## src/design/phsmq_pkg.sv

```systemverilog
// phsmq_pkg: shared types, widths and codes for the pH session median qualifier
// no dependencies; used by phsmq_alu and ph_session_median_qualifier
`default_nettype none

package phsmq_pkg;

   // sample capacity of one session
   localparam int MAX_SAMPLES = 8;

   // field widths
   localparam int PH_W      = 14;
   localparam int RUN_W     = 4;
   localparam int KEEP_W    = 4;
   localparam int VERDICT_W = 3;
   localparam int CSR_IDX_W = 3;

   // store index and fill count widths follow the capacity
   localparam int IDX_W = (MAX_SAMPLES > 1) ? $clog2(MAX_SAMPLES) : 1;
   localparam int CNT_W = $clog2(MAX_SAMPLES + 1);

   localparam logic [CNT_W-1:0] CNT_FULL = CNT_W'(MAX_SAMPLES);
   localparam logic [RUN_W-1:0] RUN_MAX  = {RUN_W{1'b1}};

   // configuration reset values
   localparam logic [PH_W-1:0]  NOISE_LIMIT_RST     = 14'd200;
   localparam logic [PH_W-1:0]  SHOCK_LIMIT_RST     = 14'd500;
   localparam logic [PH_W-1:0]  VALID_LOW_RST       = 14'd3000;
   localparam logic [PH_W-1:0]  VALID_HIGH_RST      = 14'd10000;
   localparam logic [RUN_W-1:0] NOISY_RUN_LIMIT_RST = 4'd3;

   // configuration register indexes
   typedef enum logic [CSR_IDX_W-1:0] {
      CSR_NOISE_LIMIT     = 3'd0,
      CSR_SHOCK_LIMIT     = 3'd1,
      CSR_VALID_LOW       = 3'd2,
      CSR_VALID_HIGH      = 3'd3,
      CSR_NOISY_RUN_LIMIT = 3'd4
   } csr_index_type;

   // verdict codes
   typedef enum logic [VERDICT_W-1:0] {
      VERDICT_EMPTY   = 3'd0,
      VERDICT_NOISY   = 3'd1,
      VERDICT_SUSPECT = 3'd2,
      VERDICT_CONFIRM = 3'd3,
      VERDICT_ACCEPT  = 3'd4
   } verdict_type;

   // sequencer states
   typedef enum logic [3:0] {
      S_IDLE,
      S_LOW,
      S_HIGH,
      S_INS,
      S_MAXRD,
      S_SPREAD,
      S_MIDRD,
      S_MED,
      S_CHG1,
      S_CHG2,
      S_NOISE,
      S_SHOCK,
      S_DECIDE
   } state_type;

   // shared adder operations
   typedef enum logic {
      ALU_ADD,
      ALU_SUB
   } alu_op_type;

   typedef struct packed {
      alu_op_type      op;
      logic [PH_W-1:0] a;
      logic [PH_W-1:0] b;
   } alu_req_type;

   // carry is the sum's top bit on add and the borrow on subtract
   typedef struct packed {
      logic            carry;
      logic [PH_W-1:0] value;
   } alu_rsp_type;

endpackage

`default_nettype wire

```

## src/design/phsmq_alu.sv

```systemverilog
// phsmq_alu: shared add/subtract unit of the qualifier sequencer
// depends on phsmq_pkg for operand and result types
`default_nettype none

module phsmq_alu (
   input  phsmq_pkg::alu_req_type alu_req,
   output phsmq_pkg::alu_rsp_type alu_rsp
);

   logic [phsmq_pkg::PH_W:0] a_ext;
   logic [phsmq_pkg::PH_W:0] b_ext;
   logic [phsmq_pkg::PH_W:0] res;

   assign a_ext = {1'b0, alu_req.a};
   assign b_ext = {1'b0, alu_req.b};

   // one extra bit holds carry out or borrow
   always_comb begin
      case (alu_req.op)
         phsmq_pkg::ALU_ADD: res = a_ext + b_ext;
         phsmq_pkg::ALU_SUB: res = a_ext - b_ext;
         default:            res = a_ext - b_ext;
      endcase
   end

   assign alu_rsp.carry = res[phsmq_pkg::PH_W];
   assign alu_rsp.value = res[phsmq_pkg::PH_W-1:0];

endmodule

`default_nettype wire

```

## src/design/ph_session_median_qualifier.sv

```systemverilog
// ph_session_median_qualifier: top level, sample store, sequencer and verdict logic
// depends on phsmq_pkg and phsmq_alu
//
//   channel  direction  handshake           payload
//   req      in         req_valid/req_stall sample_ph, read_ok, session_end
//   rsp      out        rsp_valid/rsp_stall verdict and seven report fields
//   csr      in         csr_valid/csr_ready csr_index, csr_wdata
//
// a sample with read_ok low is handled in idle alone; one that fails the range
// check or meets a full store goes through the low and, if reached, high check;
// a kept sample then enters insertion, which shifts one entry a cycle through the
// single shared adder; a session end with kept samples runs adder steps for
// spread, median, change and limit compares, then waits for the rsp register to free
// req_stall is high whenever the sequencer is busy; rsp holds one result register
// reset is synchronous; csr_ready is always high
`default_nettype none

module ph_session_median_qualifier (
   input  wire logic                                clock,
   input  wire logic                                reset,
   // sample channel
   input  wire logic                                req_valid,
   output logic                                     req_stall,
   input  wire logic [phsmq_pkg::PH_W-1:0]          req_sample_ph,
   input  wire logic                                req_read_ok,
   input  wire logic                                req_session_end,
   // verdict channel
   output logic                                     rsp_valid,
   input  wire logic                                rsp_stall,
   output logic [phsmq_pkg::VERDICT_W-1:0]          rsp_verdict,
   output logic [phsmq_pkg::PH_W-1:0]               rsp_median_ph,
   output logic [phsmq_pkg::PH_W-1:0]               rsp_spread_ph,
   output logic [phsmq_pkg::PH_W-1:0]               rsp_prior_reference,
   output logic                                     rsp_prior_reference_valid,
   output logic [phsmq_pkg::PH_W-1:0]               rsp_change_ph,
   output logic [phsmq_pkg::KEEP_W-1:0]             rsp_kept_count,
   output logic                                     rsp_reference_cleared,
   // configuration channel
   input  wire logic                                csr_valid,
   output logic                                     csr_ready,
   input  wire logic [phsmq_pkg::CSR_IDX_W-1:0]     csr_index,
   input  wire logic [phsmq_pkg::PH_W-1:0]          csr_wdata
);

   localparam int PH_W  = phsmq_pkg::PH_W;
   localparam int RUN_W = phsmq_pkg::RUN_W;
   localparam int IDX_W = phsmq_pkg::IDX_W;
   localparam int CNT_W = phsmq_pkg::CNT_W;

   // configuration registers
   logic [PH_W-1:0]  noise_limit_ff;
   logic [PH_W-1:0]  shock_limit_ff;
   logic [PH_W-1:0]  valid_low_ff;
   logic [PH_W-1:0]  valid_high_ff;
   logic [RUN_W-1:0] run_limit_ff;

   // sample store, kept sorted ascending
   logic [PH_W-1:0]  store_ff [phsmq_pkg::MAX_SAMPLES];
   logic             wr_en;
   logic [IDX_W-1:0] wr_addr;
   logic [PH_W-1:0]  wr_data;
   logic [CNT_W-1:0] rd_sel;
   logic [IDX_W-1:0] rd_addr;
   logic [PH_W-1:0]  rd_data;

   // sequencer and working registers
   phsmq_pkg::state_type state_ff, state_in;
   logic [PH_W-1:0]  sample_ff, sample_in;
   logic             end_ff, end_in;
   logic [CNT_W-1:0] cnt_ff, cnt_in;
   logic [CNT_W-1:0] j_ff, j_in;
   logic [PH_W-1:0]  tmp_ff, tmp_in;
   logic [PH_W-1:0]  spread_ff, spread_in;
   logic [PH_W-1:0]  median_ff, median_in;
   logic [PH_W-1:0]  change_ff, change_in;
   logic             noisy_ff, noisy_in;
   logic             shock_ff, shock_in;

   // session history
   logic [PH_W-1:0]  ref_ff, ref_in;
   logic             ref_valid_ff, ref_valid_in;
   logic [RUN_W-1:0] run_ff, run_in;
   logic             pend_ff, pend_in;

   // result register
   logic                   rsp_valid_ff, rsp_valid_in;
   phsmq_pkg::verdict_type rsp_verdict_ff, rsp_verdict_in;
   logic [PH_W-1:0]        rsp_median_ff, rsp_median_in;
   logic [PH_W-1:0]        rsp_spread_ff, rsp_spread_in;
   logic [PH_W-1:0]        rsp_prior_ff, rsp_prior_in;
   logic                   rsp_prior_valid_ff, rsp_prior_valid_in;
   logic [PH_W-1:0]        rsp_change_ff, rsp_change_in;
   logic [phsmq_pkg::KEEP_W-1:0] rsp_kept_ff, rsp_kept_in;
   logic                   rsp_cleared_ff, rsp_cleared_in;

   phsmq_pkg::alu_req_type alu_req;
   phsmq_pkg::alu_rsp_type alu_rsp;

   logic             req_beat;
   logic             out_free;
   logic [PH_W-1:0]  prior;
   logic [RUN_W-1:0] run_inc;
   logic             run_hit;

   phsmq_alu u_alu (
      .alu_req (alu_req),
      .alu_rsp (alu_rsp)
   );

   assign req_stall = (state_ff != phsmq_pkg::S_IDLE);
   assign req_beat  = req_valid && !req_stall;
   assign out_free  = !rsp_valid_ff || !rsp_stall;
   assign csr_ready = 1'b1;

   assign rd_addr = rd_sel[IDX_W-1:0];
   assign rd_data = store_ff[rd_addr];

   assign prior   = ref_valid_ff ? ref_ff : '0;
   assign run_inc = (run_ff == phsmq_pkg::RUN_MAX) ? run_ff : run_ff + 1'b1;
   assign run_hit = (run_inc >= run_limit_ff);

   // configuration writes
   always_ff @(posedge clock) begin
      if (reset) begin
         noise_limit_ff <= phsmq_pkg::NOISE_LIMIT_RST;
         shock_limit_ff <= phsmq_pkg::SHOCK_LIMIT_RST;
         valid_low_ff   <= phsmq_pkg::VALID_LOW_RST;
         valid_high_ff  <= phsmq_pkg::VALID_HIGH_RST;
         run_limit_ff   <= phsmq_pkg::NOISY_RUN_LIMIT_RST;
      end else if (csr_valid && csr_ready) begin
         case (phsmq_pkg::csr_index_type'(csr_index))
            phsmq_pkg::CSR_NOISE_LIMIT:     noise_limit_ff <= csr_wdata;
            phsmq_pkg::CSR_SHOCK_LIMIT:     shock_limit_ff <= csr_wdata;
            phsmq_pkg::CSR_VALID_LOW:       valid_low_ff   <= csr_wdata;
            phsmq_pkg::CSR_VALID_HIGH:      valid_high_ff  <= csr_wdata;
            phsmq_pkg::CSR_NOISY_RUN_LIMIT: run_limit_ff   <= csr_wdata[RUN_W-1:0];
            default: ;
         endcase
      end
   end

   // store write port
   always_ff @(posedge clock) begin
      if (wr_en) begin
         store_ff[wr_addr] <= wr_data;
      end
   end

   // control state
   always_ff @(posedge clock) begin
      if (reset) begin
         state_ff     <= phsmq_pkg::S_IDLE;
         cnt_ff       <= '0;
         ref_ff       <= '0;
         ref_valid_ff <= 1'b0;
         run_ff       <= '0;
         pend_ff      <= 1'b0;
         rsp_valid_ff <= 1'b0;
      end else begin
         state_ff     <= state_in;
         cnt_ff       <= cnt_in;
         ref_ff       <= ref_in;
         ref_valid_ff <= ref_valid_in;
         run_ff       <= run_in;
         pend_ff      <= pend_in;
         rsp_valid_ff <= rsp_valid_in;
      end
   end

   // working and result payload
   always_ff @(posedge clock) begin
      sample_ff          <= sample_in;
      end_ff             <= end_in;
      j_ff               <= j_in;
      tmp_ff             <= tmp_in;
      spread_ff          <= spread_in;
      median_ff          <= median_in;
      change_ff          <= change_in;
      noisy_ff           <= noisy_in;
      shock_ff           <= shock_in;
      rsp_verdict_ff     <= rsp_verdict_in;
      rsp_median_ff      <= rsp_median_in;
      rsp_spread_ff      <= rsp_spread_in;
      rsp_prior_ff       <= rsp_prior_in;
      rsp_prior_valid_ff <= rsp_prior_valid_in;
      rsp_change_ff      <= rsp_change_in;
      rsp_kept_ff        <= rsp_kept_in;
      rsp_cleared_ff     <= rsp_cleared_in;
   end

   // sequencer: next state, store access and adder operands
   always_comb begin
      state_in     = state_ff;
      sample_in    = sample_ff;
      end_in       = end_ff;
      cnt_in       = cnt_ff;
      j_in         = j_ff;
      tmp_in       = tmp_ff;
      spread_in    = spread_ff;
      median_in    = median_ff;
      change_in    = change_ff;
      noisy_in     = noisy_ff;
      shock_in     = shock_ff;
      ref_in       = ref_ff;
      ref_valid_in = ref_valid_ff;
      run_in       = run_ff;
      pend_in      = pend_ff;

      rsp_valid_in       = rsp_valid_ff && rsp_stall;
      rsp_verdict_in     = rsp_verdict_ff;
      rsp_median_in      = rsp_median_ff;
      rsp_spread_in      = rsp_spread_ff;
      rsp_prior_in       = rsp_prior_ff;
      rsp_prior_valid_in = rsp_prior_valid_ff;
      rsp_change_in      = rsp_change_ff;
      rsp_kept_in        = rsp_kept_ff;
      rsp_cleared_in     = rsp_cleared_ff;

      wr_en   = 1'b0;
      wr_addr = j_ff[IDX_W-1:0];
      wr_data = sample_ff;
      rd_sel  = '0;
      alu_req = '{op: phsmq_pkg::ALU_SUB, a: sample_ff, b: valid_low_ff};

      case (state_ff)
         phsmq_pkg::S_IDLE: begin
            if (req_beat) begin
               sample_in = req_sample_ph;
               end_in    = req_session_end;
               if (req_read_ok) begin
                  state_in = phsmq_pkg::S_LOW;
               end else if (req_session_end) begin
                  state_in = (cnt_ff == '0) ? phsmq_pkg::S_DECIDE : phsmq_pkg::S_MAXRD;
               end
            end
         end

         // sample >= valid_low
         phsmq_pkg::S_LOW: begin
            alu_req = '{op: phsmq_pkg::ALU_SUB, a: sample_ff, b: valid_low_ff};
            if (alu_rsp.carry) begin
               if (end_ff) begin
                  state_in = (cnt_ff == '0) ? phsmq_pkg::S_DECIDE : phsmq_pkg::S_MAXRD;
               end else begin
                  state_in = phsmq_pkg::S_IDLE;
               end
            end else begin
               state_in = phsmq_pkg::S_HIGH;
            end
         end

         // sample <= valid_high and room left
         phsmq_pkg::S_HIGH: begin
            alu_req = '{op: phsmq_pkg::ALU_SUB, a: valid_high_ff, b: sample_ff};
            if (alu_rsp.carry || (cnt_ff >= phsmq_pkg::CNT_FULL)) begin
               if (end_ff) begin
                  state_in = (cnt_ff == '0) ? phsmq_pkg::S_DECIDE : phsmq_pkg::S_MAXRD;
               end else begin
                  state_in = phsmq_pkg::S_IDLE;
               end
            end else begin
               j_in     = cnt_ff;
               state_in = phsmq_pkg::S_INS;
            end
         end

         // insertion: shift larger entries up one slot a cycle
         phsmq_pkg::S_INS: begin
            rd_sel  = j_ff - 1'b1;
            alu_req = '{op: phsmq_pkg::ALU_SUB, a: sample_ff, b: rd_data};
            wr_en   = 1'b1;
            if ((j_ff != '0) && alu_rsp.carry) begin
               wr_data = rd_data;
               j_in    = j_ff - 1'b1;
            end else begin
               wr_data  = sample_ff;
               cnt_in   = cnt_ff + 1'b1;
               state_in = end_ff ? phsmq_pkg::S_MAXRD : phsmq_pkg::S_IDLE;
            end
         end

         // largest kept sample
         phsmq_pkg::S_MAXRD: begin
            rd_sel   = cnt_ff - 1'b1;
            tmp_in   = rd_data;
            state_in = phsmq_pkg::S_SPREAD;
         end

         // spread = max - min
         phsmq_pkg::S_SPREAD: begin
            rd_sel    = '0;
            alu_req   = '{op: phsmq_pkg::ALU_SUB, a: tmp_ff, b: rd_data};
            spread_in = alu_rsp.value;
            state_in  = phsmq_pkg::S_MIDRD;
         end

         // upper middle entry
         phsmq_pkg::S_MIDRD: begin
            rd_sel   = cnt_ff >> 1;
            tmp_in   = rd_data;
            state_in = phsmq_pkg::S_MED;
         end

         // median, floor of the middle pair's mean for an even count
         phsmq_pkg::S_MED: begin
            rd_sel  = (cnt_ff >> 1) - 1'b1;
            alu_req = '{op: phsmq_pkg::ALU_ADD, a: rd_data, b: tmp_ff};
            if (cnt_ff[0]) begin
               median_in = tmp_ff;
            end else begin
               median_in = {alu_rsp.carry, alu_rsp.value[PH_W-1:1]};
            end
            state_in = phsmq_pkg::S_CHG1;
         end

         // change = |median - reference|
         phsmq_pkg::S_CHG1: begin
            alu_req = '{op: phsmq_pkg::ALU_SUB, a: median_ff, b: prior};
            if (!ref_valid_ff) begin
               change_in = '0;
               state_in  = phsmq_pkg::S_NOISE;
            end else if (alu_rsp.carry) begin
               state_in  = phsmq_pkg::S_CHG2;
            end else begin
               change_in = alu_rsp.value;
               state_in  = phsmq_pkg::S_NOISE;
            end
         end

         phsmq_pkg::S_CHG2: begin
            alu_req   = '{op: phsmq_pkg::ALU_SUB, a: prior, b: median_ff};
            change_in = alu_rsp.value;
            state_in  = phsmq_pkg::S_NOISE;
         end

         // spread > noise_limit
         phsmq_pkg::S_NOISE: begin
            alu_req  = '{op: phsmq_pkg::ALU_SUB, a: noise_limit_ff, b: spread_ff};
            noisy_in = alu_rsp.carry;
            state_in = phsmq_pkg::S_SHOCK;
         end

         // change > shock_limit
         phsmq_pkg::S_SHOCK: begin
            alu_req  = '{op: phsmq_pkg::ALU_SUB, a: shock_limit_ff, b: change_ff};
            shock_in = alu_rsp.carry;
            state_in = phsmq_pkg::S_DECIDE;
         end

         // verdict, history update and result beat
         phsmq_pkg::S_DECIDE: begin
            if (out_free) begin
               rsp_valid_in       = 1'b1;
               rsp_prior_in       = prior;
               rsp_prior_valid_in = ref_valid_ff;
               rsp_kept_in        = phsmq_pkg::KEEP_W'(cnt_ff);
               rsp_cleared_in     = 1'b0;
               cnt_in             = '0;
               state_in           = phsmq_pkg::S_IDLE;
               if (cnt_ff == '0) begin
                  // empty session leaves the history alone
                  rsp_verdict_in = phsmq_pkg::VERDICT_EMPTY;
                  rsp_median_in  = '0;
                  rsp_spread_in  = '0;
                  rsp_change_in  = '0;
               end else begin
                  rsp_median_in = median_ff;
                  rsp_spread_in = spread_ff;
                  rsp_change_in = change_ff;
                  if (noisy_ff) begin
                     rsp_verdict_in = phsmq_pkg::VERDICT_NOISY;
                     pend_in        = 1'b0;
                     if (run_hit) begin
                        ref_in         = '0;
                        ref_valid_in   = 1'b0;
                        run_in         = '0;
                        rsp_cleared_in = 1'b1;
                     end else begin
                        run_in = run_inc;
                     end
                  end else begin
                     run_in = '0;
                     if (ref_valid_ff && shock_ff) begin
                        if (!pend_ff) begin
                           pend_in        = 1'b1;
                           rsp_verdict_in = phsmq_pkg::VERDICT_SUSPECT;
                        end else begin
                           pend_in        = 1'b0;
                           ref_in         = median_ff;
                           rsp_verdict_in = phsmq_pkg::VERDICT_CONFIRM;
                        end
                     end else begin
                        pend_in        = 1'b0;
                        ref_in         = median_ff;
                        ref_valid_in   = 1'b1;
                        rsp_verdict_in = phsmq_pkg::VERDICT_ACCEPT;
                     end
                  end
               end
            end
         end

         default: begin
            state_in = phsmq_pkg::S_IDLE;
         end
      endcase
   end

   // result ports
   assign rsp_valid                 = rsp_valid_ff;
   assign rsp_verdict               = rsp_verdict_ff;
   assign rsp_median_ph             = rsp_median_ff;
   assign rsp_spread_ph             = rsp_spread_ff;
   assign rsp_prior_reference       = rsp_prior_ff;
   assign rsp_prior_reference_valid = rsp_prior_valid_ff;
   assign rsp_change_ph             = rsp_change_ff;
   assign rsp_kept_count            = rsp_kept_ff;
   assign rsp_reference_cleared     = rsp_cleared_ff;

   // fill count never passes capacity
   a_cnt_bound: assert property (@(posedge clock) disable iff (reset)
      cnt_ff <= phsmq_pkg::CNT_FULL)
      else $error("sample count above capacity");

   // insertion slot stays inside the filled part of the store
   a_ins_slot: assert property (@(posedge clock) disable iff (reset)
      (state_ff == phsmq_pkg::S_INS) |-> (j_ff <= cnt_ff))
      else $error("insertion slot beyond fill count");

   // a new result only comes out of the decide step
   a_rsp_source: assert property (@(posedge clock) disable iff (reset)
      $rose(rsp_valid_ff) |-> $past(state_ff == phsmq_pkg::S_DECIDE))
      else $error("result raised outside decide step");

   // a delivered verdict empties the store
   a_store_empty: assert property (@(posedge clock) disable iff (reset)
      (state_ff == phsmq_pkg::S_DECIDE && out_free) |=> (cnt_ff == '0))
      else $error("store not emptied after verdict");

   // only a noisy verdict can clear the reference
   a_clear_noisy: assert property (@(posedge clock) disable iff (reset)
      (rsp_valid_ff && rsp_cleared_ff) |-> (rsp_verdict_ff == phsmq_pkg::VERDICT_NOISY))
      else $error("reference cleared without noisy verdict");

endmodule

`default_nettype wire

```

## config.mk

```make
export PLATFORM = sky130hd
export DESIGN_NAME = ph_session_median_qualifier
export DESIGN_NICKNAME = d
export VERILOG_FILES = /design/src/design/phsmq_pkg.sv /design/src/design/phsmq_alu.sv /design/src/design/ph_session_median_qualifier.sv
export SDC_FILE = /design/constraint.sdc
export NUM_CORES = 1
export LEC_CHECK = 0
export BUFFER_PORTS_ARGS = -buffer_cell sky130_fd_sc_hd__buf_4
export CORE_MARGIN = 4
export CORE_UTILIZATION = 55
export CTS_CLUSTER_SIZE = 25
export DETAILED_ROUTE_END_ITERATION = 7
export PLACE_DENSITY = 0.76
export SLEW_MARGIN = 5
export SYNTH_ARGS = -nofsm -noshare
export SYNTH_HDL_FRONTEND = slang
export SYNTH_SLANG_ARGS = --single-unit
```

## constraint.sdc

```tcl
create_clock -name clock -period 7.55 [get_ports clock]
set_input_delay 1.51 -clock clock [delete_from_list [all_inputs] [get_ports clock]]
set_output_delay 1.51 -clock clock [all_outputs]
set_load 0.05 [all_outputs]
```

==> metrics.txt, run 1 <==
# TYPE chip_impl_metric gauge
chip_impl_info{name="status",value="finished clean"} 1
chip_impl_metric{name="groute.layer.met1.usage",unit="%"} 42.85
chip_impl_metric{name="path_max_fanout",unit=""} 17
chip_impl_metric{name="fraction_of_post_synthesis_cell_area_in_the_top_cell_type_by_area",unit="%"} 47.55
chip_impl_metric{name="dr.pass1.iters",unit=""} 7
chip_impl_metric{name="detailed_place_hpwl",unit="um"} 34460
chip_impl_metric{name="fin_nets",unit=""} 1617
chip_impl_metric{name="cts_inserted_buffers",unit=""} 36
chip_impl_info{name="reg2reg_to",value="store_ff[2][0]"} 1
chip_impl_metric{name="cp.required",unit="ps"} 7790
chip_impl_metric{name="routabilityCongestion",unit=""} 1.020
chip_impl_metric{name="min_path_cells",unit=""} 2
chip_impl_metric{name="floorplan.initialDensity",unit="%"} 55.88
chip_impl_metric{name="postSynth.asyncResetShare",unit="%"} 0
chip_impl_metric{name="vias_per_cell",unit=""} 6.317
chip_impl_metric{name="timing.final.crit_period",unit="ps"} 7056
chip_impl_metric{name="number_of_antenna_cells_inserted",unit=""} 0
chip_impl_metric{name="drtAntennaViolNets",unit=""} 0
chip_impl_metric{name="cellLeakagePower",unit="nW"} 6.788
chip_impl_metric{name="setup_skew_after_layout",unit="ps"} 20.86
chip_impl_metric{name="synth_area",unit="sq um"} 16040
chip_impl_metric{name="final_min_period_over_clock_period",unit="%"} 93.45
chip_impl_metric{name="synth_enable_flop_cells",unit=""} 254
chip_impl_info{name="worst_path_dominant_cell_family",value="compound AO/OA/AOI/OAI gates"} 1
chip_impl_metric{name="cap_violations",unit=""} 0
chip_impl_metric{name="drc",unit=""} 0
chip_impl_info{name="hold_path_end",value="noise_limit_ff[1]"} 1
chip_impl_metric{name="yosys_warnings",unit=""} 0
chip_impl_metric{name="port_buffers",unit=""} 104
chip_impl_metric{name="grt.total_usage",unit="%"} 29.29
chip_impl_metric{name="wl",unit="um"} 47130
chip_impl_metric{name="r2r_cells",unit=""} 27
chip_impl_metric{name="power_frac_seq",unit="%"} 33.2
chip_impl_info{name="ctsRootBufferMaster",value="sky130_fd_sc_hd__clkbuf_16"} 1
chip_impl_metric{name="post_route_cells_drive_above_1_share",unit="%"} 16.02
chip_impl_metric{name="maximum_vdd_ir_drop",unit="V"} 0.0002960
chip_impl_metric{name="max-clock-path-buffers",unit=""} 3
chip_impl_info{name="worstSetupPathType",value="reg2reg"} 1
chip_impl_metric{name="swShare",unit="%"} 39.64
chip_impl_metric{name="via_count",unit=""} 12400
chip_impl_metric{name="clock_latency_at_the_later_pin_of_the_worst_skew_pair",unit="ps"} 510
chip_impl_metric{name="post_synth.cell_area_avg",unit="sq um"} 11.00
chip_impl_metric{name="top_level_ports",unit=""} 106
chip_impl_metric{name="setup_viol",unit=""} 0
chip_impl_metric{name="grt_pass1_wl",unit="um"} 70630
chip_impl_metric{name="worst_reg_to_reg_setup_slack",unit="ps"} 490
chip_impl_metric{name="timing.slew.headroom",unit="%"} 26.79
chip_impl_metric{name="drt_first_iter_violations",unit=""} 1826
chip_impl_metric{name="yosys_register_bits",unit=""} 343
chip_impl_metric{name="maximum_number_of_pins_on_one_net_before_global_route_repair",unit=""} 68
chip_impl_metric{name="cp_num_buf_inv",unit=""} 3
chip_impl_metric{name="overflow_left_after_global_routing",unit=""} 0
chip_impl_metric{name="met3_usage",unit="%"} 6.453
chip_impl_info{name="worst_hold_startpoint",value="noise_limit_ff[1]"} 1
chip_impl_metric{name="finalHoldWorstSlack",unit="ps"} 454.6
chip_impl_metric{name="synth.yosys.seq_area_share",unit="%"} 58.66
chip_impl_info{name="synth_top_cells_by_area",value="sky130_fd_sc_hd__edfxtp_1, sky130_fd_sc_hd__dfxtp_1, sky130_fd_sc_hd__nand2_1"} 1
chip_impl_metric{name="antenna_found_initial",unit=""} 0
chip_impl_metric{name="h_tree_levels",unit=""} 2
chip_impl_metric{name="slew_violations",unit=""} 0
chip_impl_metric{name="cts_setup_buffers",unit=""} 0
chip_impl_metric{name="power_report.internal_total",unit="W"} 0.004660
chip_impl_metric{name="power-per-cell-area",unit="nW/um^2"} 416.8
chip_impl_metric{name="p_switching",unit="W"} 0.003060
chip_impl_metric{name="combPwrFrac",unit="%"} 43.9
chip_impl_metric{name="pwr-share-clk",unit="%"} 22.9
chip_impl_metric{name="setup-tns-final",unit="ps"} 0
chip_impl_info{name="critical_path_end_type",value="flop"} 1
chip_impl_metric{name="critPathArrivalTime",unit="ps"} 7290
chip_impl_metric{name="first_global_vias",unit=""} 11500
chip_impl_metric{name="clkTransAtPathRegs",unit="ps"} 60
chip_impl_metric{name="core_area",unit="sq um"} 28700
chip_impl_metric{name="drt-wirelength-per-cell",unit="um"} 24.01
chip_impl_metric{name="clock-sinks",unit=""} 343
chip_impl_metric{name="timing.fmax",unit="MHz"} 141.7
chip_impl_info{name="tritoncts",value="done"} 1
chip_impl_info{name="most_used_flip_flop_cell_after_synthesis",value="sky130_fd_sc_hd__edfxtp_1"} 1
chip_impl_metric{name="worstMarginPinSlew",unit="ps"} 1098
chip_impl_metric{name="grt_util_met2",unit="%"} 43.60
chip_impl_info{name="min-delay-path-class",value="reg2reg"} 1
chip_impl_metric{name="timing_hold_violations_final",unit=""} 0
chip_impl_metric{name="die_w",unit="um"} 178.8
chip_impl_info{name="start_kind",value="flop"} 1
chip_impl_metric{name="floorplan.die_area",unit="sq um"} 31960
chip_impl_metric{name="worst_path_largest_cell_delay",unit="ps"} 450
chip_impl_metric{name="floorplan.die.height",unit="um"} 178.8
chip_impl_info{name="regToRegStartpoint",value="state_ff[1]"} 1
chip_impl_metric{name="area.growth.synth_to_final",unit="%"} 15.47
chip_impl_metric{name="synth_fp_nets",unit=""} 1521
chip_impl_metric{name="netlist-cell-type-count",unit=""} 80
chip_impl_metric{name="placementRows",unit=""} 62
chip_impl_info{name="grt_most_used_layer",value="met2"} 1
chip_impl_info{name="cpMaxStageDelayCell",value="sky130_fd_sc_hd__dfxtp_1"} 1
chip_impl_info{name="grt_setup_unrepaired",value="false"} 1
chip_impl_metric{name="cell_count_after_synthesis",unit=""} 1458
chip_impl_info{name="synth_top_cell_by_area",value="sky130_fd_sc_hd__edfxtp_1"} 1
state kept, by name (all words and copies together), names as in the netlist, 14 cells and up:
register,cells
rsp_prior_reference,14
shock_limit_ff,14
valid_low_ff,14
sample_ff,14
rsp_change_ph,14
tmp_ff,14
change_ff,14
rsp_median_ph,14
rsp_spread_ph,14
median_ff,14
ref_ff,14
spread_ff,14
noise_limit_ff,14
valid_high_ff,14
store_ff,112
cells in the mapped netlist (16+ instances only):
| cell type | number |
|---|---|
| sky130_fd_sc_hd__a22oi_1 | 72 |
| sky130_fd_sc_hd__o211ai_1 | 17 |
| sky130_fd_sc_hd__o21ai_0 | 53 |
| sky130_fd_sc_hd__nand3_1 | 63 |
| sky130_fd_sc_hd__mux2_2 | 21 |
| sky130_fd_sc_hd__nor2_1 | 92 |
| sky130_fd_sc_hd__and2_1 | 16 |
| sky130_fd_sc_hd__nor2b_1 | 51 |
| sky130_fd_sc_hd__mux2i_1 | 22 |
| sky130_fd_sc_hd__xnor2_1 | 18 |
| sky130_fd_sc_hd__nor3_1 | 19 |
| sky130_fd_sc_hd__inv_1 | 59 |
| sky130_fd_sc_hd__edfxtp_1 | 254 |
| sky130_fd_sc_hd__a21oi_1 | 88 |
| sky130_fd_sc_hd__clkbuf_1 | 59 |
| sky130_fd_sc_hd__nand2_1 | 196 |
| sky130_fd_sc_hd__dfxtp_1 | 89 |
| sky130_fd_sc_hd__ha_1 | 24 |
cell type report:
| type | count | area (sq um) |
|---|---|---|
| Multi-Input combinational cell | 970 | 6146 |
| Timing Repair Buffer | 144 | 1081 |
| Clock buffer | 51 | 1020 |
| Sequential cell | 343 | 9409 |
| Fill cell | 2207 | 10180 |
| Inverter | 59 | 221.5 |
| Clock inverter | 12 | 163.9 |
| Tap cell | 384 | 480.5 |
how the worst max path moves through the flow:
stage	cells after the start	start	slack [ps]	endpoint
3_5_place_dp	28	state_ff[1]	330	store_ff[5][0]
2_1_floorplan	31	state_ff[1]	80	change_ff[0]
4_1_cts	28	state_ff[1]	230	store_ff[6][0]
6_report	27	state_ff[1]	490	store_ff[2][0]
3_3_place_gp	25	state_ff[1]	570	store_ff[4][0]
5_1_grt	27	state_ff[1]	30	store_ff[4][0]
power by group through the flow:
stage | combinational, W | sequential [W] | clock [W]
final | 0.00339 | 0.00256 | 0.00177
after global routing | 0.00365 | 0.00256 | 0.00187
after CTS | 0.00328 | 0.00255 | 0.00178
after detailed placement | 0.00327 | 0.00259 | 0
after global placement | 0.00324 | 0.00259 | 0
after floorplan | 0.00221 | 0.00257 | 0
tightest hold or removal path, cell delays in order (launching register included):
cell	delay (ps)
sky130_fd_sc_hd__dfxtp_1	310
sky130_fd_sc_hd__nand2_1	50
sky130_fd_sc_hd__a21oi_1	50
cells in the final DEF (no fill, tap or decap), types with 9 or more instances in the layout:
master and instances:
sky130_fd_sc_hd__and3_1 9, sky130_fd_sc_hd__clkbuf_16 38, sky130_fd_sc_hd__a22oi_1 72, sky130_fd_sc_hd__a31oi_1 10, sky130_fd_sc_hd__o211ai_1 17, sky130_fd_sc_hd__xor2_1 11, sky130_fd_sc_hd__buf_4 144, sky130_fd_sc_hd__nand4_1 11
sky130_fd_sc_hd__nor3_1 14, sky130_fd_sc_hd__ha_1 24, sky130_fd_sc_hd__clkbuf_1 11, sky130_fd_sc_hd__mux2_2 21, sky130_fd_sc_hd__nand2_1 196, sky130_fd_sc_hd__inv_1 58, sky130_fd_sc_hd__o21ai_0 47, sky130_fd_sc_hd__and2_1 16
sky130_fd_sc_hd__edfxtp_1 254, sky130_fd_sc_hd__nor2_1 88, sky130_fd_sc_hd__xnor2_1 18, sky130_fd_sc_hd__dfxtp_1 89, sky130_fd_sc_hd__mux2i_1 22, sky130_fd_sc_hd__a21oi_1 88, sky130_fd_sc_hd__a221oi_1 9, sky130_fd_sc_hd__nor2b_1 51
sky130_fd_sc_hd__nand3_1 62, sky130_fd_sc_hd__a21boi_0 11
routing by layer:
metal	vias up	part of all wire, %
li1	5586	-
met1	5904	40
met2	798	43
met3	112	12
met4	0	4.0
met5	-	0
repair_timing:
action / CTS / global route
resized for setup: 0 / 6
setup endpoints to repair: 0 / 117
hold buffers: 0 / 0
endpoints found under the hold margin: 0 / 0
logic make-up after synthesis:
kind of cell	after synthesis	share of synthesized area, %
compound gates	358	15.30
xor+xnor	30	1.685
fa+ha+maj	25	1.997
buf+inv	145	3.619
flops	343	58.66
mux	49	3.549
other cells	1	0.02338
simple gates	507	15.16
stage by stage:
step | utilization [%] | setup WS (ps) | instances | instance area, sq um | total power (W)
global route | 64.53 | 32.80 | 1963 | 18520 | 0.008088
detailed placement | 60.39 | 331.4 | 1900 | 17330 | 0.005865
global placement | 60.39 | 565.5 | 1900 | 17330 | 0.005827
floorplan | - | 80.63 | 1458 | 16040 | 0.004782
CTS | 64.51 | 233.2 | 1963 | 18520 | 0.007619
finish | 64.53 | 494.4 | 1963 | 18520 | 0.007720
Note: power is estimated with default switching activity, not from simulation.
==> run 2: changes to the inputs <==
--- a/config.mk
+++ b/config.mk
@@ -7,10 +7,11 @@
 export LEC_CHECK = 0
 export BUFFER_PORTS_ARGS = -buffer_cell sky130_fd_sc_hd__buf_4
 export CORE_MARGIN = 4
-export CORE_UTILIZATION = 55
+export CORE_UTILIZATION = 57
+export CTS_BUF_LIST = sky130_fd_sc_hd__clkbuf_2
 export CTS_CLUSTER_SIZE = 25
 export DETAILED_ROUTE_END_ITERATION = 7
-export PLACE_DENSITY = 0.76
+export PLACE_DENSITY = 0.79
 export SLEW_MARGIN = 5
 export SYNTH_ARGS = -nofsm -noshare
 export SYNTH_HDL_FRONTEND = slang
==> metrics.txt, run 2 (same netlist as run 1, synthesis figures left out) <==
# TYPE chip_impl_metric gauge
chip_impl_metric{name="cp.required",unit="ps"} 8180
chip_impl_metric{name="r2r_cells",unit=""} 27
chip_impl_metric{name="drc",unit=""} 0
chip_impl_metric{name="groute.layer.met1.usage",unit="%"} 44.68
chip_impl_info{name="cpMaxStageDelayCell",value="sky130_fd_sc_hd__a21oi_1"} 1
chip_impl_metric{name="port_buffers",unit=""} 104
chip_impl_metric{name="path_max_fanout",unit=""} 17
chip_impl_metric{name="post_route_cells_drive_above_1_share",unit="%"} 20.38
chip_impl_metric{name="antenna_found_initial",unit=""} 2
chip_impl_metric{name="drtAntennaViolNets",unit=""} 0
chip_impl_metric{name="top_level_ports",unit=""} 106
chip_impl_metric{name="placed_cells",unit=""} 1900
chip_impl_metric{name="maximum_number_of_pins_on_one_net_before_global_route_repair",unit=""} 69
chip_impl_metric{name="clock-sinks",unit=""} 343
chip_impl_metric{name="placementRows",unit=""} 61
chip_impl_metric{name="worstMarginPinSlew",unit="ps"} 1107
chip_impl_metric{name="timing_hold_violations_final",unit=""} 0
chip_impl_metric{name="cts_inserted_buffers",unit=""} 84
chip_impl_metric{name="detailed_place_hpwl",unit="um"} 35750
chip_impl_metric{name="slew_violations",unit=""} 0
chip_impl_metric{name="setup_viol",unit=""} 0
chip_impl_metric{name="area.growth.synth_to_final",unit="%"} 13.24
chip_impl_metric{name="vias_per_cell",unit=""} 6.318
chip_impl_info{name="worstSetupPathType",value="reg2reg"} 1
chip_impl_metric{name="hold_buffers",unit=""} 0
chip_impl_metric{name="min_path_cells",unit=""} 2
chip_impl_info{name="worst_hold_startpoint",value="valid_low_ff[12]"} 1
chip_impl_metric{name="timing.final.crit_period",unit="ps"} 7013
chip_impl_metric{name="h_tree_levels",unit=""} 3
chip_impl_metric{name="finalHoldWorstSlack",unit="ps"} 462.6
chip_impl_metric{name="clock_latency_at_the_later_pin_of_the_worst_skew_pair",unit="ps"} 950
chip_impl_metric{name="drt_first_iter_violations",unit=""} 1805
chip_impl_info{name="hold_path_end",value="valid_low_ff[12]"} 1
chip_impl_info{name="grt_most_used_layer",value="met2"} 1
chip_impl_metric{name="cts_setup_buffers",unit=""} 0
chip_impl_info{name="start_kind",value="flop"} 1
chip_impl_metric{name="final-instance-count-excl-fill",unit=""} 2058
chip_impl_metric{name="fin_nets",unit=""} 1671
chip_impl_metric{name="drt-wirelength-per-cell",unit="um"} 24.00
chip_impl_metric{name="critPathArrivalTime",unit="ps"} 7650
chip_impl_metric{name="setup_skew_after_layout",unit="ps"} 124.5
chip_impl_metric{name="maximum_vdd_ir_drop",unit="V"} 0.0002769
chip_impl_metric{name="grt_util_met2",unit="%"} 46.11
chip_impl_info{name="regToRegStartpoint",value="state_ff[1]"} 1
chip_impl_metric{name="setup-tns-final",unit="ps"} 0
chip_impl_info{name="critical_path_end_type",value="flop"} 1
chip_impl_info{name="mostFrequentLayoutCells",value="sky130_fd_sc_hd__edfxtp_1, sky130_fd_sc_hd__nand2_1, sky130_fd_sc_hd__buf_4, sky130_fd_sc_hd__clkbuf_2, sky130_fd_sc_hd__dfxtp_1"} 1
chip_impl_metric{name="worst_path_largest_cell_delay",unit="ps"} 470
chip_impl_metric{name="via_count",unit=""} 13000
chip_impl_info{name="largest-register",value="store_ff"} 1
chip_impl_metric{name="final_min_period_over_clock_period",unit="%"} 92.89
chip_impl_metric{name="worst_reg_to_reg_setup_slack",unit="ps"} 540
chip_impl_metric{name="timing.fmax",unit="MHz"} 142.6
chip_impl_info{name="tritoncts",value="done"} 1
chip_impl_metric{name="floorplan.initialDensity",unit="%"} 57.74
chip_impl_metric{name="max-clock-path-buffers",unit=""} 3
chip_impl_metric{name="power-per-cell-area",unit="nW/um^2"} 397.7
chip_impl_metric{name="wl",unit="um"} 49400
chip_impl_metric{name="grt_pass1_wl",unit="um"} 73310
chip_impl_metric{name="routabilityCongestion",unit=""} 1.015
chip_impl_metric{name="clkTransAtPathRegs",unit="ps"} 110
chip_impl_metric{name="cellLeakagePower",unit="nW"} 6.837
chip_impl_info{name="grt_setup_unrepaired",value="false"} 1
chip_impl_info{name="status",value="finished clean"} 1
chip_impl_info{name="ctsRootBufferMaster",value="sky130_fd_sc_hd__clkbuf_2"} 1
chip_impl_metric{name="floorplan.die_area",unit="sq um"} 30890
chip_impl_info{name="reg2reg_to",value="store_ff[0][5]"} 1
chip_impl_info{name="final_common_cell",value="sky130_fd_sc_hd__edfxtp_1"} 1
chip_impl_info{name="min-delay-path-class",value="reg2reg"} 1
chip_impl_metric{name="die_w",unit="um"} 175.8
chip_impl_metric{name="core_area",unit="sq um"} 27780
chip_impl_metric{name="power",unit="W"} 0.007224
chip_impl_metric{name="overflow_left_after_global_routing",unit=""} 0
chip_impl_metric{name="cap_violations",unit=""} 0
chip_impl_metric{name="dr.pass1.iters",unit=""} 8
chip_impl_metric{name="timing.slew.headroom",unit="%"} 25.94
chip_impl_metric{name="met3_usage",unit="%"} 7.081
chip_impl_metric{name="floorplan.die.height",unit="um"} 175.8
chip_impl_metric{name="largest_register_ffs",unit=""} 112
chip_impl_metric{name="grt.total_usage",unit="%"} 31.29
chip_impl_metric{name="first_global_vias",unit=""} 12180
==> run 2: area by class of cell <==
type	count	area [sq um]
repair buffers	150	1126
diodes	2	5.005
clock inverters	32	143.9
multi-input cells	970	6165
well taps	378	473.0
flip-flops and latches	343	9409
fillers	2253	9618
clock buffers	124	620.6
inverters	59	221.5
==> run 2: timing repair <==
item,4_1_cts,5_1_grt
endpoints found under the setup margin,0,39
resized for setup,0,6
endpoints found under the hold margin,0,0
==> run 2: power breakdown <==
| group | switching (W) | total, W | internal, W |
|---|---|---|---|
| Sequential | 0.000138 | 0.00257 | 0.00243 |
| Combinational | 0.00228 | 0.00345 | 0.00117 |
| Clock | 0.000759 | 0.00121 | 0.000448 |
==> run 2: how the worst max path moves through the flow <==
stage | slack, ps | startpoint | cells past startpoint | end
2_1_floorplan | 80 | state_ff[1] | 31 | change_ff[0]
3_3_place_gp | 710 | state_ff[1] | 29 | j_ff[3]
3_5_place_dp | 560 | state_ff[1] | 30 | j_ff[3]
4_1_cts | 520 | state_ff[1] | 30 | j_ff[1]
5_1_grt | 30 | state_ff[1] | 27 | store_ff[7][5]
6_report | 540 | state_ff[1] | 27 | store_ff[0][5]
==> run 2: routing by layer <==
layer / share of wire, % / vias to the layer above
li1: - / 5769
met1: 40 / 6208
met2: 44 / 900
met3: 12 / 126
met4: 4.1 / 0
met5: 0 / -
==> run 2: worst max-delay path: cells and delay by family, from the launching register on <==
family,cells,cell delay (ps)
AOI/OAI and AO/OA,11,3110
and+or+nand+nor,8,1360
buffers and inverters,4,1010
adders and majority gates,3,730
DFF,1,340
xor gates and xnor gates,1,170
==> run 2: per-stage QoR <==
| step | util (%) | setup WS, ps | area (sq um) |
|---|---|---|---|
| finish | 65.38 | 537.1 | 18160 |
| global route | 65.38 | 30.17 | 18160 |
| CTS | 65.34 | 516.9 | 18150 |
| detailed placement | 62.59 | 560.2 | 17390 |
| global placement | 62.59 | 709.1 | 17390 |
| floorplan | - | 80.63 | 16040 |
